### src/rtl/core/jtsl_pkg.sv
package jtsl_pkg;

    localparam int TAP_W = 4;
    localparam int LEN_W = 15;

    // Longest shift command that is tracked; longer ones move nothing
    localparam logic [16:0] MAX_SHIFT_BITS = 17'd16384;

    localparam logic [TAP_W-1:0] TAP_RESET     = 4'd0;
    localparam logic [TAP_W-1:0] TAP_IDLE      = 4'd1;
    localparam logic [TAP_W-1:0] TAP_SEL_DR    = 4'd2;
    localparam logic [TAP_W-1:0] TAP_CAP_DR    = 4'd3;
    localparam logic [TAP_W-1:0] TAP_SHIFT_DR  = 4'd4;
    localparam logic [TAP_W-1:0] TAP_EXIT1_DR  = 4'd5;
    localparam logic [TAP_W-1:0] TAP_PAUSE_DR  = 4'd6;
    localparam logic [TAP_W-1:0] TAP_EXIT2_DR  = 4'd7;
    localparam logic [TAP_W-1:0] TAP_UPD_DR    = 4'd8;
    localparam logic [TAP_W-1:0] TAP_SEL_IR    = 4'd9;
    localparam logic [TAP_W-1:0] TAP_CAP_IR    = 4'd10;
    localparam logic [TAP_W-1:0] TAP_SHIFT_IR  = 4'd11;
    localparam logic [TAP_W-1:0] TAP_EXIT1_IR  = 4'd12;
    localparam logic [TAP_W-1:0] TAP_PAUSE_IR  = 4'd13;
    localparam logic [TAP_W-1:0] TAP_EXIT2_IR  = 4'd14;
    localparam logic [TAP_W-1:0] TAP_UPD_IR    = 4'd15;

    localparam logic REQ_SHIFT = 1'b0;
    localparam logic REQ_OTHER = 1'b1;

    // Bogus movement patterns that are ignored
    localparam logic [LEN_W-1:0] SKIP_IR_LEN  = 15'd5;
    localparam logic [7:0]       SKIP_IR_BYTE = 8'h17;
    localparam logic [LEN_W-1:0] SKIP_DR_LEN  = 15'd4;
    localparam logic [7:0]       SKIP_DR_BYTE = 8'h0b;

    typedef struct packed {
        logic             req_type;
        logic             tms_bit;
        logic             first_bit;
        logic             last_bit;
        logic [LEN_W-1:0] cmd_length;
        logic [7:0]       first_tms_byte;
    } item_t;

    typedef struct packed {
        logic [TAP_W-1:0] tap_state;
        logic             release_res;
        logic             skipped;
        logic             too_long;
    } result_t;

    typedef struct packed {
        logic [TAP_W-1:0] current_tap;
        logic             seen_reset;
        logic             skip_command;
    } track_t;

    function automatic logic [TAP_W-1:0] tap_next(input logic [TAP_W-1:0] st,
                                                 input logic tms);
        logic [TAP_W-1:0] nx;
        nx = TAP_RESET;
        case (st)
            TAP_RESET:    nx = tms ? TAP_RESET    : TAP_IDLE;
            TAP_IDLE:     nx = tms ? TAP_SEL_DR   : TAP_IDLE;
            TAP_SEL_DR:   nx = tms ? TAP_SEL_IR   : TAP_CAP_DR;
            TAP_CAP_DR:   nx = tms ? TAP_EXIT1_DR : TAP_SHIFT_DR;
            TAP_SHIFT_DR: nx = tms ? TAP_EXIT1_DR : TAP_SHIFT_DR;
            TAP_EXIT1_DR: nx = tms ? TAP_UPD_DR   : TAP_PAUSE_DR;
            TAP_PAUSE_DR: nx = tms ? TAP_EXIT2_DR : TAP_PAUSE_DR;
            TAP_EXIT2_DR: nx = tms ? TAP_UPD_DR   : TAP_SHIFT_DR;
            TAP_UPD_DR:   nx = tms ? TAP_SEL_DR   : TAP_IDLE;
            TAP_SEL_IR:   nx = tms ? TAP_RESET    : TAP_CAP_IR;
            TAP_CAP_IR:   nx = tms ? TAP_EXIT1_IR : TAP_SHIFT_IR;
            TAP_SHIFT_IR: nx = tms ? TAP_EXIT1_IR : TAP_SHIFT_IR;
            TAP_EXIT1_IR: nx = tms ? TAP_UPD_IR   : TAP_PAUSE_IR;
            TAP_PAUSE_IR: nx = tms ? TAP_EXIT2_IR : TAP_PAUSE_IR;
            TAP_EXIT2_IR: nx = tms ? TAP_UPD_IR   : TAP_SHIFT_IR;
            TAP_UPD_IR:   nx = tms ? TAP_SEL_DR   : TAP_IDLE;
            default:      nx = TAP_RESET;
        endcase
        return nx;
    endfunction

endpackage

### src/rtl/core/jtsl_if.sv
interface jtsl_in_if;
    logic        valid;
    logic        ready;
    logic        req_type;
    logic        tms_bit;
    logic        first_bit;
    logic        last_bit;
    logic [14:0] cmd_length;
    logic [7:0]  first_tms_byte;

    modport source (
        output valid, req_type, tms_bit, first_bit, last_bit, cmd_length, first_tms_byte,
        input  ready
    );
    modport sink (
        input  valid, req_type, tms_bit, first_bit, last_bit, cmd_length, first_tms_byte,
        output ready
    );
endinterface

interface jtsl_out_if;
    logic       valid;
    logic       ready;
    logic [3:0] tap_state;
    logic       release_res;
    logic       skipped;
    logic       too_long;

    modport source (
        output valid, tap_state, release_res, skipped, too_long,
        input  ready
    );
    modport sink (
        input  valid, tap_state, release_res, skipped, too_long,
        output ready
    );
endinterface

### src/rtl/core/jtsl_step.sv
module jtsl_step (
    input  jtsl_pkg::item_t   item,
    input  jtsl_pkg::track_t  cur,
    output jtsl_pkg::track_t  nxt,
    output jtsl_pkg::result_t res
);

    logic seen_first;
    logic skip_first;
    logic long_cmd;
    logic [jtsl_pkg::TAP_W-1:0] tap_after;
    logic rel;

    always_comb
    begin
        long_cmd   = item.first_bit && ({2'b00, item.cmd_length} > jtsl_pkg::MAX_SHIFT_BITS);
        seen_first = cur.seen_reset;
        skip_first = cur.skip_command;
        if (item.first_bit)
        begin
            if (long_cmd)
            begin
                skip_first = 1'b1;
            end
            else
            begin
                seen_first = (cur.seen_reset || cur.current_tap == jtsl_pkg::TAP_RESET) &&
                             cur.current_tap != jtsl_pkg::TAP_CAP_DR &&
                             cur.current_tap != jtsl_pkg::TAP_CAP_IR;
                skip_first =
                    (cur.current_tap == jtsl_pkg::TAP_EXIT1_IR &&
                     item.cmd_length == jtsl_pkg::SKIP_IR_LEN &&
                     item.first_tms_byte == jtsl_pkg::SKIP_IR_BYTE) ||
                    (cur.current_tap == jtsl_pkg::TAP_EXIT1_DR &&
                     item.cmd_length == jtsl_pkg::SKIP_DR_LEN &&
                     item.first_tms_byte == jtsl_pkg::SKIP_DR_BYTE);
            end
        end

        tap_after = skip_first ? cur.current_tap
                               : jtsl_pkg::tap_next(cur.current_tap, item.tms_bit);
        rel = item.last_bit && seen_first && tap_after == jtsl_pkg::TAP_IDLE;

        if (item.req_type == jtsl_pkg::REQ_OTHER)
        begin
            // Info / clock commands end the session and leave the TAP alone
            nxt.current_tap  = cur.current_tap;
            nxt.seen_reset   = 1'b0;
            nxt.skip_command = 1'b0;
            res.tap_state    = cur.current_tap;
            res.release_res  = 1'b1;
            res.skipped      = 1'b0;
            res.too_long     = 1'b0;
        end
        else
        begin
            nxt.current_tap  = tap_after;
            nxt.seen_reset   = seen_first && !rel;
            nxt.skip_command = skip_first;
            res.tap_state    = tap_after;
            res.release_res  = rel;
            res.skipped      = skip_first;
            res.too_long     = long_cmd;
        end
    end

endmodule

### src/rtl/core/jtag_tap_tracker_session_lock.sv
// An accepted request beat is held in the request register, its result in the result register.
// Throughput: one beat per cycle while rsp is ready; the TAP step, flag update and
// skip match are a single combinational pass between the request and result registers.
// Reset: rst_n (async, active low) puts the TAP in test-logic-reset, clears the
// seen-reset and skip flags and empties both register stages.
module jtag_tap_tracker_session_lock (
    input  logic         clk,
    input  logic         rst_n,
    jtsl_in_if.sink      req,
    jtsl_out_if.source   rsp
);

    logic                in_valid_reg;
    logic                in_valid_next;
    jtsl_pkg::item_t     in_item_reg;
    jtsl_pkg::item_t     in_item;

    logic                out_valid_reg;
    logic                out_valid_next;
    jtsl_pkg::result_t   out_res_reg;
    jtsl_pkg::result_t   step_res;

    jtsl_pkg::track_t    track_reg;
    jtsl_pkg::track_t    track_next;
    jtsl_pkg::track_t    step_track;

    logic                out_free;
    logic                fire;
    logic                in_take;

    assign out_free  = !out_valid_reg || rsp.ready;
    assign fire      = in_valid_reg && out_free;
    assign req.ready = !in_valid_reg || fire;
    assign in_take   = req.valid && req.ready;

    assign in_item.req_type       = req.req_type;
    assign in_item.tms_bit        = req.tms_bit;
    assign in_item.first_bit      = req.first_bit;
    assign in_item.last_bit       = req.last_bit;
    assign in_item.cmd_length     = req.cmd_length;
    assign in_item.first_tms_byte = req.first_tms_byte;

    jtsl_step u_step (
        .item (in_item_reg),
        .cur  (track_reg),
        .nxt  (step_track),
        .res  (step_res)
    );

    always_comb
    begin
        in_valid_next  = in_take ? 1'b1 : (fire ? 1'b0 : in_valid_reg);
        out_valid_next = fire ? 1'b1 : (rsp.ready ? 1'b0 : out_valid_reg);
        track_next     = fire ? step_track : track_reg;
    end

    always_ff @(posedge clk or negedge rst_n)
    begin
        if (!rst_n)
        begin
            in_valid_reg           <= 1'b0;
            out_valid_reg          <= 1'b0;
            track_reg.current_tap  <= jtsl_pkg::TAP_RESET;
            track_reg.seen_reset   <= 1'b0;
            track_reg.skip_command <= 1'b0;
        end
        else
        begin
            in_valid_reg  <= in_valid_next;
            out_valid_reg <= out_valid_next;
            track_reg     <= track_next;
        end
    end

    always_ff @(posedge clk)
    begin
        if (in_take)
        begin
            in_item_reg <= in_item;
        end
        if (fire)
        begin
            out_res_reg <= step_res;
        end
    end

    assign rsp.valid       = out_valid_reg;
    assign rsp.tap_state   = out_res_reg.tap_state;
    assign rsp.release_res = out_res_reg.release_res;
    assign rsp.skipped     = out_res_reg.skipped;
    assign rsp.too_long    = out_res_reg.too_long;

endmodule
### src/flat_wrapper.sv
// flat-port wrapper written by rule: the top's interface ports become plain ports
module jtag_tap_tracker_session_lock_flat 
  (clk, rst_n, req_valid, req_req_type, req_tms_bit, req_first_bit, req_last_bit, req_cmd_length, req_first_tms_byte, req_ready, rsp_valid, rsp_tap_state, rsp_release_res, rsp_skipped, rsp_too_long, rsp_ready);
  jtsl_in_if req_i ();
  jtsl_out_if rsp_i ();
  input  logic clk;
  input  logic rst_n;
  input wire logic [$bits(req_i.valid)-1:0] req_valid;
  input wire logic [$bits(req_i.req_type)-1:0] req_req_type;
  input wire logic [$bits(req_i.tms_bit)-1:0] req_tms_bit;
  input wire logic [$bits(req_i.first_bit)-1:0] req_first_bit;
  input wire logic [$bits(req_i.last_bit)-1:0] req_last_bit;
  input wire logic [$bits(req_i.cmd_length)-1:0] req_cmd_length;
  input wire logic [$bits(req_i.first_tms_byte)-1:0] req_first_tms_byte;
  output wire logic [$bits(req_i.ready)-1:0] req_ready;
  output wire logic [$bits(rsp_i.valid)-1:0] rsp_valid;
  output wire logic [$bits(rsp_i.tap_state)-1:0] rsp_tap_state;
  output wire logic [$bits(rsp_i.release_res)-1:0] rsp_release_res;
  output wire logic [$bits(rsp_i.skipped)-1:0] rsp_skipped;
  output wire logic [$bits(rsp_i.too_long)-1:0] rsp_too_long;
  input wire logic [$bits(rsp_i.ready)-1:0] rsp_ready;
  assign req_i.valid = req_valid;
  assign req_i.req_type = req_req_type;
  assign req_i.tms_bit = req_tms_bit;
  assign req_i.first_bit = req_first_bit;
  assign req_i.last_bit = req_last_bit;
  assign req_i.cmd_length = req_cmd_length;
  assign req_i.first_tms_byte = req_first_tms_byte;
  assign req_ready = req_i.ready;
  assign rsp_valid = rsp_i.valid;
  assign rsp_tap_state = rsp_i.tap_state;
  assign rsp_release_res = rsp_i.release_res;
  assign rsp_skipped = rsp_i.skipped;
  assign rsp_too_long = rsp_i.too_long;
  assign rsp_i.ready = rsp_ready;
  jtag_tap_tracker_session_lock u_core (.clk(clk), .rst_n(rst_n), .req(req_i), .rsp(rsp_i));
endmodule
### config.mk
export PLATFORM = sky130hd
export DESIGN_NAME = jtag_tap_tracker_session_lock_flat
export DESIGN_NICKNAME = d
export VERILOG_FILES = /design/src/rtl/core/jtsl_pkg.sv /design/src/rtl/core/jtsl_if.sv /design/src/rtl/core/jtsl_step.sv /design/src/rtl/core/jtag_tap_tracker_session_lock.sv /design/src/flat_wrapper.sv
export SDC_FILE = /design/constraint.sdc
export NUM_CORES = 1
export LEC_CHECK = 0
export BUFFER_PORTS_ARGS = -buffer_cell sky130_fd_sc_hd__buf_4
export CAP_MARGIN = 20
export CORE_UTILIZATION = 53
export DETAILED_ROUTE_END_ITERATION = 16
export PLACE_DENSITY = 0.75
export SETUP_SLACK_MARGIN = 0.02
export SYNTH_ARGS = -nofsm -noshare
export SYNTH_HDL_FRONTEND = slang
export SYNTH_HIERARCHICAL = 1
export SYNTH_SLANG_ARGS = --single-unit
### constraint.sdc
create_clock -name clk -period 2.6 [get_ports clk]
set_clock_uncertainty 0.2 [all_clocks]
set_input_delay 0.13 -clock clk [delete_from_list [all_inputs] [get_ports clk]]
set_output_delay 0.13 -clock clk [all_outputs]
set_load 0.005 [all_outputs]
# After elaboration in Yosys (flattened, before gate mapping)
# Cells that the tools add are included.
[classes] n_eq_ne=22 magnitude_cmp=1 bitwise_logic=1 n_reduce_logical=26 mux=24
[ops] operator="4-bit case mux with 12 select lines" count=1
[ops] operator="4-bit equality test, second input constant" count=8
[ops] operator="15-bit by 3-bit equality test with 1-bit output, second input constant" count=2
[ops] operator="4-bit 2-to-1 mux" count=5
[ops] operator="4-bit by 3-bit equality test with 1-bit output, second input constant" count=4
[ops] operator="15-bit > comparator, second input constant" count=1
[ops] operator="1-bit logical AND" count=12
[ops] operator="1-bit 2-to-1 mux" count=11
[ops] operator="4-bit by 1-bit equality test with 1-bit output, second input constant" count=2
[ops] operator="4-bit by 2-bit equality test with 1-bit output, second input constant" count=2
[ops] operator="8-bit by 4-bit equality test with 1-bit output, second input constant" count=1
[ops] operator="8-bit by 5-bit equality test with 1-bit output, second input constant" count=1
[ops] operator="2-bit 2-to-1 mux" count=4
[ops] operator="7-bit 2-to-1 mux" count=1
[ops] operator="3-bit 2-to-1 mux" count=2
[ops] operator="4-bit logical NOT" count=1
[ops] operator="1-bit logical OR" count=4
[ops] operator="4-bit by 2-bit inequality test with 1-bit output, second input constant" count=1
[ops] operator="4-bit inequality test, second input constant" count=1
[ops] operator="2-bit nonzero test" count=2
[ops] operator="2-bit OR reduction" count=2
[ops] operator="1-bit logical NOT" count=3
[ops] operator="3-bit OR reduction" count=1
[ops] operator="2-bit AND reduction" count=1
[ops] operator="1-bit inverter" count=1
[totals] regBits=42 inputBits=31 out_inout_bits=9 wordCells=89

# Longest topological paths before layout
[depth] ltp_word=12 mapped_depth=8 mapped_depth_nobuf=7

# Cells and area by module
# Netlist, hierarchy kept.
[modules_own_cells] mod="jtag_tap_tracker_session_lock" cells_per_inst=55 n_inst=1 seq_area_each_um2=1221.2 area_per_inst_um2=1367.6
[modules_own_cells] mod="jtsl_step" cells_per_inst=98 n_inst=1 seq_area_each_um2=0.0 area_per_inst_um2=669.4

# Least setup slack after synthesis
# OpenSTA, ideal clock, no wires.
[synth_timing] kind="reg-to-reg" startpoint="register u_core/in_item_reg[15] in the netlist's numbering" endpoint="register u_core/track_reg[5] in the netlist's numbering" stages_incl_launch_ff=9 required_ps=2275 setup_ps=125 path_slack_ps=312 path_buffers=1 period_less_slack_ps=2288 arrival_time_ps=1963 cell_sequence="edfxtp_1 > nor4_1 > nand4_1 > and2_1 > buf_6 > or3_4 > o221ai_1 > a21oi_1 > mux2_4"
[synth_via] elab_chain_cells=7 elab_cells_between_ends=12 cone_classes="order compare (1); eq/ne (2); mux (3); reduce/logical (6)"
[synth_lines] item="start: declaration" line_no="jtag_tap_tracker_session_lock.sv:15" rtl="jtsl_pkg::item_t in_item_reg;"
[synth_lines] item="start signal: assignment" line_no="jtag_tap_tracker_session_lock.sv:79" rtl="in_item_reg <= in_item;"
[synth_lines] item="parallel branches: the longest is 4 deep, another holds 15-bit > comparator"
[synth_lines] item="1-bit 2-to-1 mux (*)" line_no="jtsl_step.sv:21" rtl="if (long_cmd)"
[synth_lines] item="1-bit 2-to-1 mux (*)" line_no="jtsl_step.sv:19" rtl="if (item.first_bit)"
[synth_lines] item="4-bit 2-to-1 mux (*)" line_no="jtsl_step.sv:40" rtl="tap_after = skip_first ? cur.current_tap"
[synth_lines] item="end signal: assignment" line_no="jtag_tap_tracker_session_lock.sv:71" rtl="track_reg <= track_next;"
[synth_lines] item="end: declaration" line_no="jtag_tap_tracker_session_lock.sv:23" rtl="jtsl_pkg::track_t track_reg;"
# Mark *: on every way between the ends.
# A chain may end at the register's enable or synchronous reset.

# Worst setup path in the final report
# Ends and elaborated chain as after synthesis.

==> impl_results.md <==
- Antenna Diode Count: 0
- Die width: about 64 um
- CP required: 2.57 ns
- Synth top area cells: edfxtp_1, dfrtp_1, mux2_4
- Setup repair bufs after CTS: 0
- Area Overhead vs Synth: 36.3%
- Routed met1 length: 1.71 mm
- Largest net degree at the start of global routing: 28
- YS warnings: 6
- Post-DP Area: 2330 um^2
- Met2 WL post-DR: 2.24 mm
- CTS Buf Count: 5
- Max FFs per register: 27
- Post-synth top area share: 50.1%
- Post-Synth XOR/XNOR Area: less than 1%
- Setup TNS: 0 ns
- Max FO, Critical Path: 7
- Worst-Skew Late Latency: 0.30 ns
- Remaining antenna violation count: 0
- Min-delay worst type: in2reg
- Gr usage total: 22.8%
- Detailed placement HPWL: about 2.7 mm
- Register bit count reported by yosys: 42
- Syn avg cell area: around 13 um^2
- Worst stage delay on the critical path: 0.40 ns
- Cells after Synth: around 150
- Grt ovf: 0
- Most used DFF post-synth: edfxtp_1
- Post-layout min period: 2.49 ns
- FMAX: 402 MHz
- Post-synth ARST share: 19.0%
- Most frequent cells in the layout: buf_4, edfxtp_1, dlygate4sd3_1
- Syn nets: 184
- Vias after detailed routing: around 1500
- Worst vdd ir: about 450 uV
- Final worst-path setup slack: 0.114 ns
- CTS root buffer: clkbuf_8
- TritonRoute pass-1 iters: 4
- Yosys cell types: 54
- DRC Markers: 0
- Max-slew violation count: 0
- Commonest non-fill, non-tap cell in the layout: buf_4
- Fillers: 217
- Core area: 3660 um^2
- Relative slew slack: 70.4%
- WP data arrival: 2.46 ns
- Initial Util: a little under three fifths
- Final hold viol count: 0
- CTS tree: done
- Top sig layer: met4
- RSZ-0062 raised after global routing: false
- Crit start category: flop
- Routed length per placed instance: roughly 16 um
- EDFF count, synth: 34
- Detail Route met3 WL: 202 um
- H-tree depth: 2
- Antenna violations before repair: 0
- Final wirelength: 4.26 mm
- RR Startpoint: u_core/in_item_reg[15]
- DIE AREA: 4100 um^2
- Port bufs: 39
- IO Pins: 40
- Area of the mapped netlist: 2040 um^2
- Final design instance area without fill: ~2800 um^2
- Simple logic cell fraction of the synthesized area: between 15 and 20%
- Worst path cell trace: nor4_1, nand4_1, and2_1, or3_4, o221ai_1, a21oi_1, mux2_4
- Least-Margin Pin Slew: 0.445 ns
- Vias in the first global route: 1514
- Crit path kind: reg2reg
- Global placer's final weighted congestion: 0.941
- Die H: 64.0 um
- Setup Viol. Count Final: 0
- Row count: 22
- Final worst-path cycle share: 95.6%
- Layout cells sized above 1: a little under a third
- Sequential-to-total area share from yosys stat: 60.0%
- Status: finished clean
- Post-synthesis compound-gate area fraction: 13.4%
- Max_cap viols: 0
- Yosys top cell by area: edfxtp_1
- Setup crit start: u_core/in_item_reg[15]
- Mux cell area share after synthesis: under 10%
- Synth Area in Adders: 0%
- NumNets Final: 254
- Leakage: 1.09 nW
- CP max stage cell: or3_4
- Iter 0 DRT Violations: 70
- Vias per cell: around 5.7
- Clock Sinks: 42
- Global-route wire length before repair: 7.01 mm
- Place WS: roughly 0.11 ns
- Clock transition at path regs: around 0.070 ns
- Crit end category: flop
- Hold_sp: rsp_ready
- Largest family of logic cells by synthesized area: simple AND/OR/NAND/NOR gates
- Clock Path Buffers: 2
- Pwr Density: 792 nW/um^2
worst max-delay path: cells and delay by family (launching register included):
kind / cells / cell delay (ns)
compound gates: 2 / 0.28
flops: 1 / 0.37
mux: 1 / 0.27
simple gates: 4 / 1.25
stage by stage:
step	cells	hold slack (ns)	power, mW	utilization (%)
final	272	0.0800	2.20	75.8
after global routing	272	0.100	2.31	75.8
after CTS	272	0.0735	2.19	75.7
after detailed placement	233	-0.244	1.57	63.6
after global placement	233	-0.249	1.56	63.6
after floorplan	153	-0.366	1.44	-
final timing paths:
kind	endpoint	slack [ns]	cells past startpoint
worst max register to register	u_core/track_reg[5]	0.11	7
worst min-delay path	u_core/rsp.valid	0.08	3
max in group asynchronous	u_core/track_reg[2]	1.32	3
min in group asynchronous	u_core/track_reg[0]	0.61	3
worst max-delay path	u_core/track_reg[5]	0.11	7
worst min register to register	u_core/track_reg[0]	0.32	1
timing repair:
| action | 4_1_cts | 5_1_grt |
|---|---|---|
| endpoints found under the hold margin | 36 | 0 |
| resized for setup | 0 | 1 |
| endpoints found under the setup margin | 0 | 3 |
| hold buffers | 31 | 0 |
cells by family (layout without fill, tap and decap cells):
| family | Yosys count | count (layout) |
|---|---|---|
| xor+xnor | 1 | 1 |
| mux | 6 | 6 |
| buf+inv | 18 | 89 |
| compound gates | 38 | 38 |
| flops | 42 | 42 |
| simple gates | 48 | 48 |
power by group:
part	total, mW	leakage (nW)	internal (mW)	switching, mW
registers	0.933	0.428	0.831	0.102
clock network	0.592	0.0658	0.380	0.212
logic	0.674	0.592	0.349	0.325
cell type report:
type,instances,area [um^2],area share (%)
inverters,6,22.5,0.811
flip-flops and latches,42,1220,44.0
repair buffers,75,641,23.1
clock buffers,5,68.8,2.48
clock inverters,3,63.8,2.30
well taps,48,60.1,2.16
multi-input cells,93,699,25.2
synth_stat cells (2+ instances only):
library cell	count
edfxtp_1	34
nand2_1	12
a21oi_1	8
dfrtp_1	8
o21ai_0	7
buf_4	6
inv_1	6
mux2_4	6
nand3_1	4
buf_6	3
nand4_1	3
nor2_1	3
nor3_1	3
nor4_1	3
a31oi_1	2
and2_1	2
clkbuf_1	2
o211ai_1	2
o221ai_1	2
o311a_1	2
o31ai_1	2
routing by layer:
layer	vias up	global-route usage [%]
li1	722	-
met1	752	27.6
met2	59	39.0
met3	11	4.64
met4	0	10.2
met5	-	0
(Power assumes the default switching activity.)
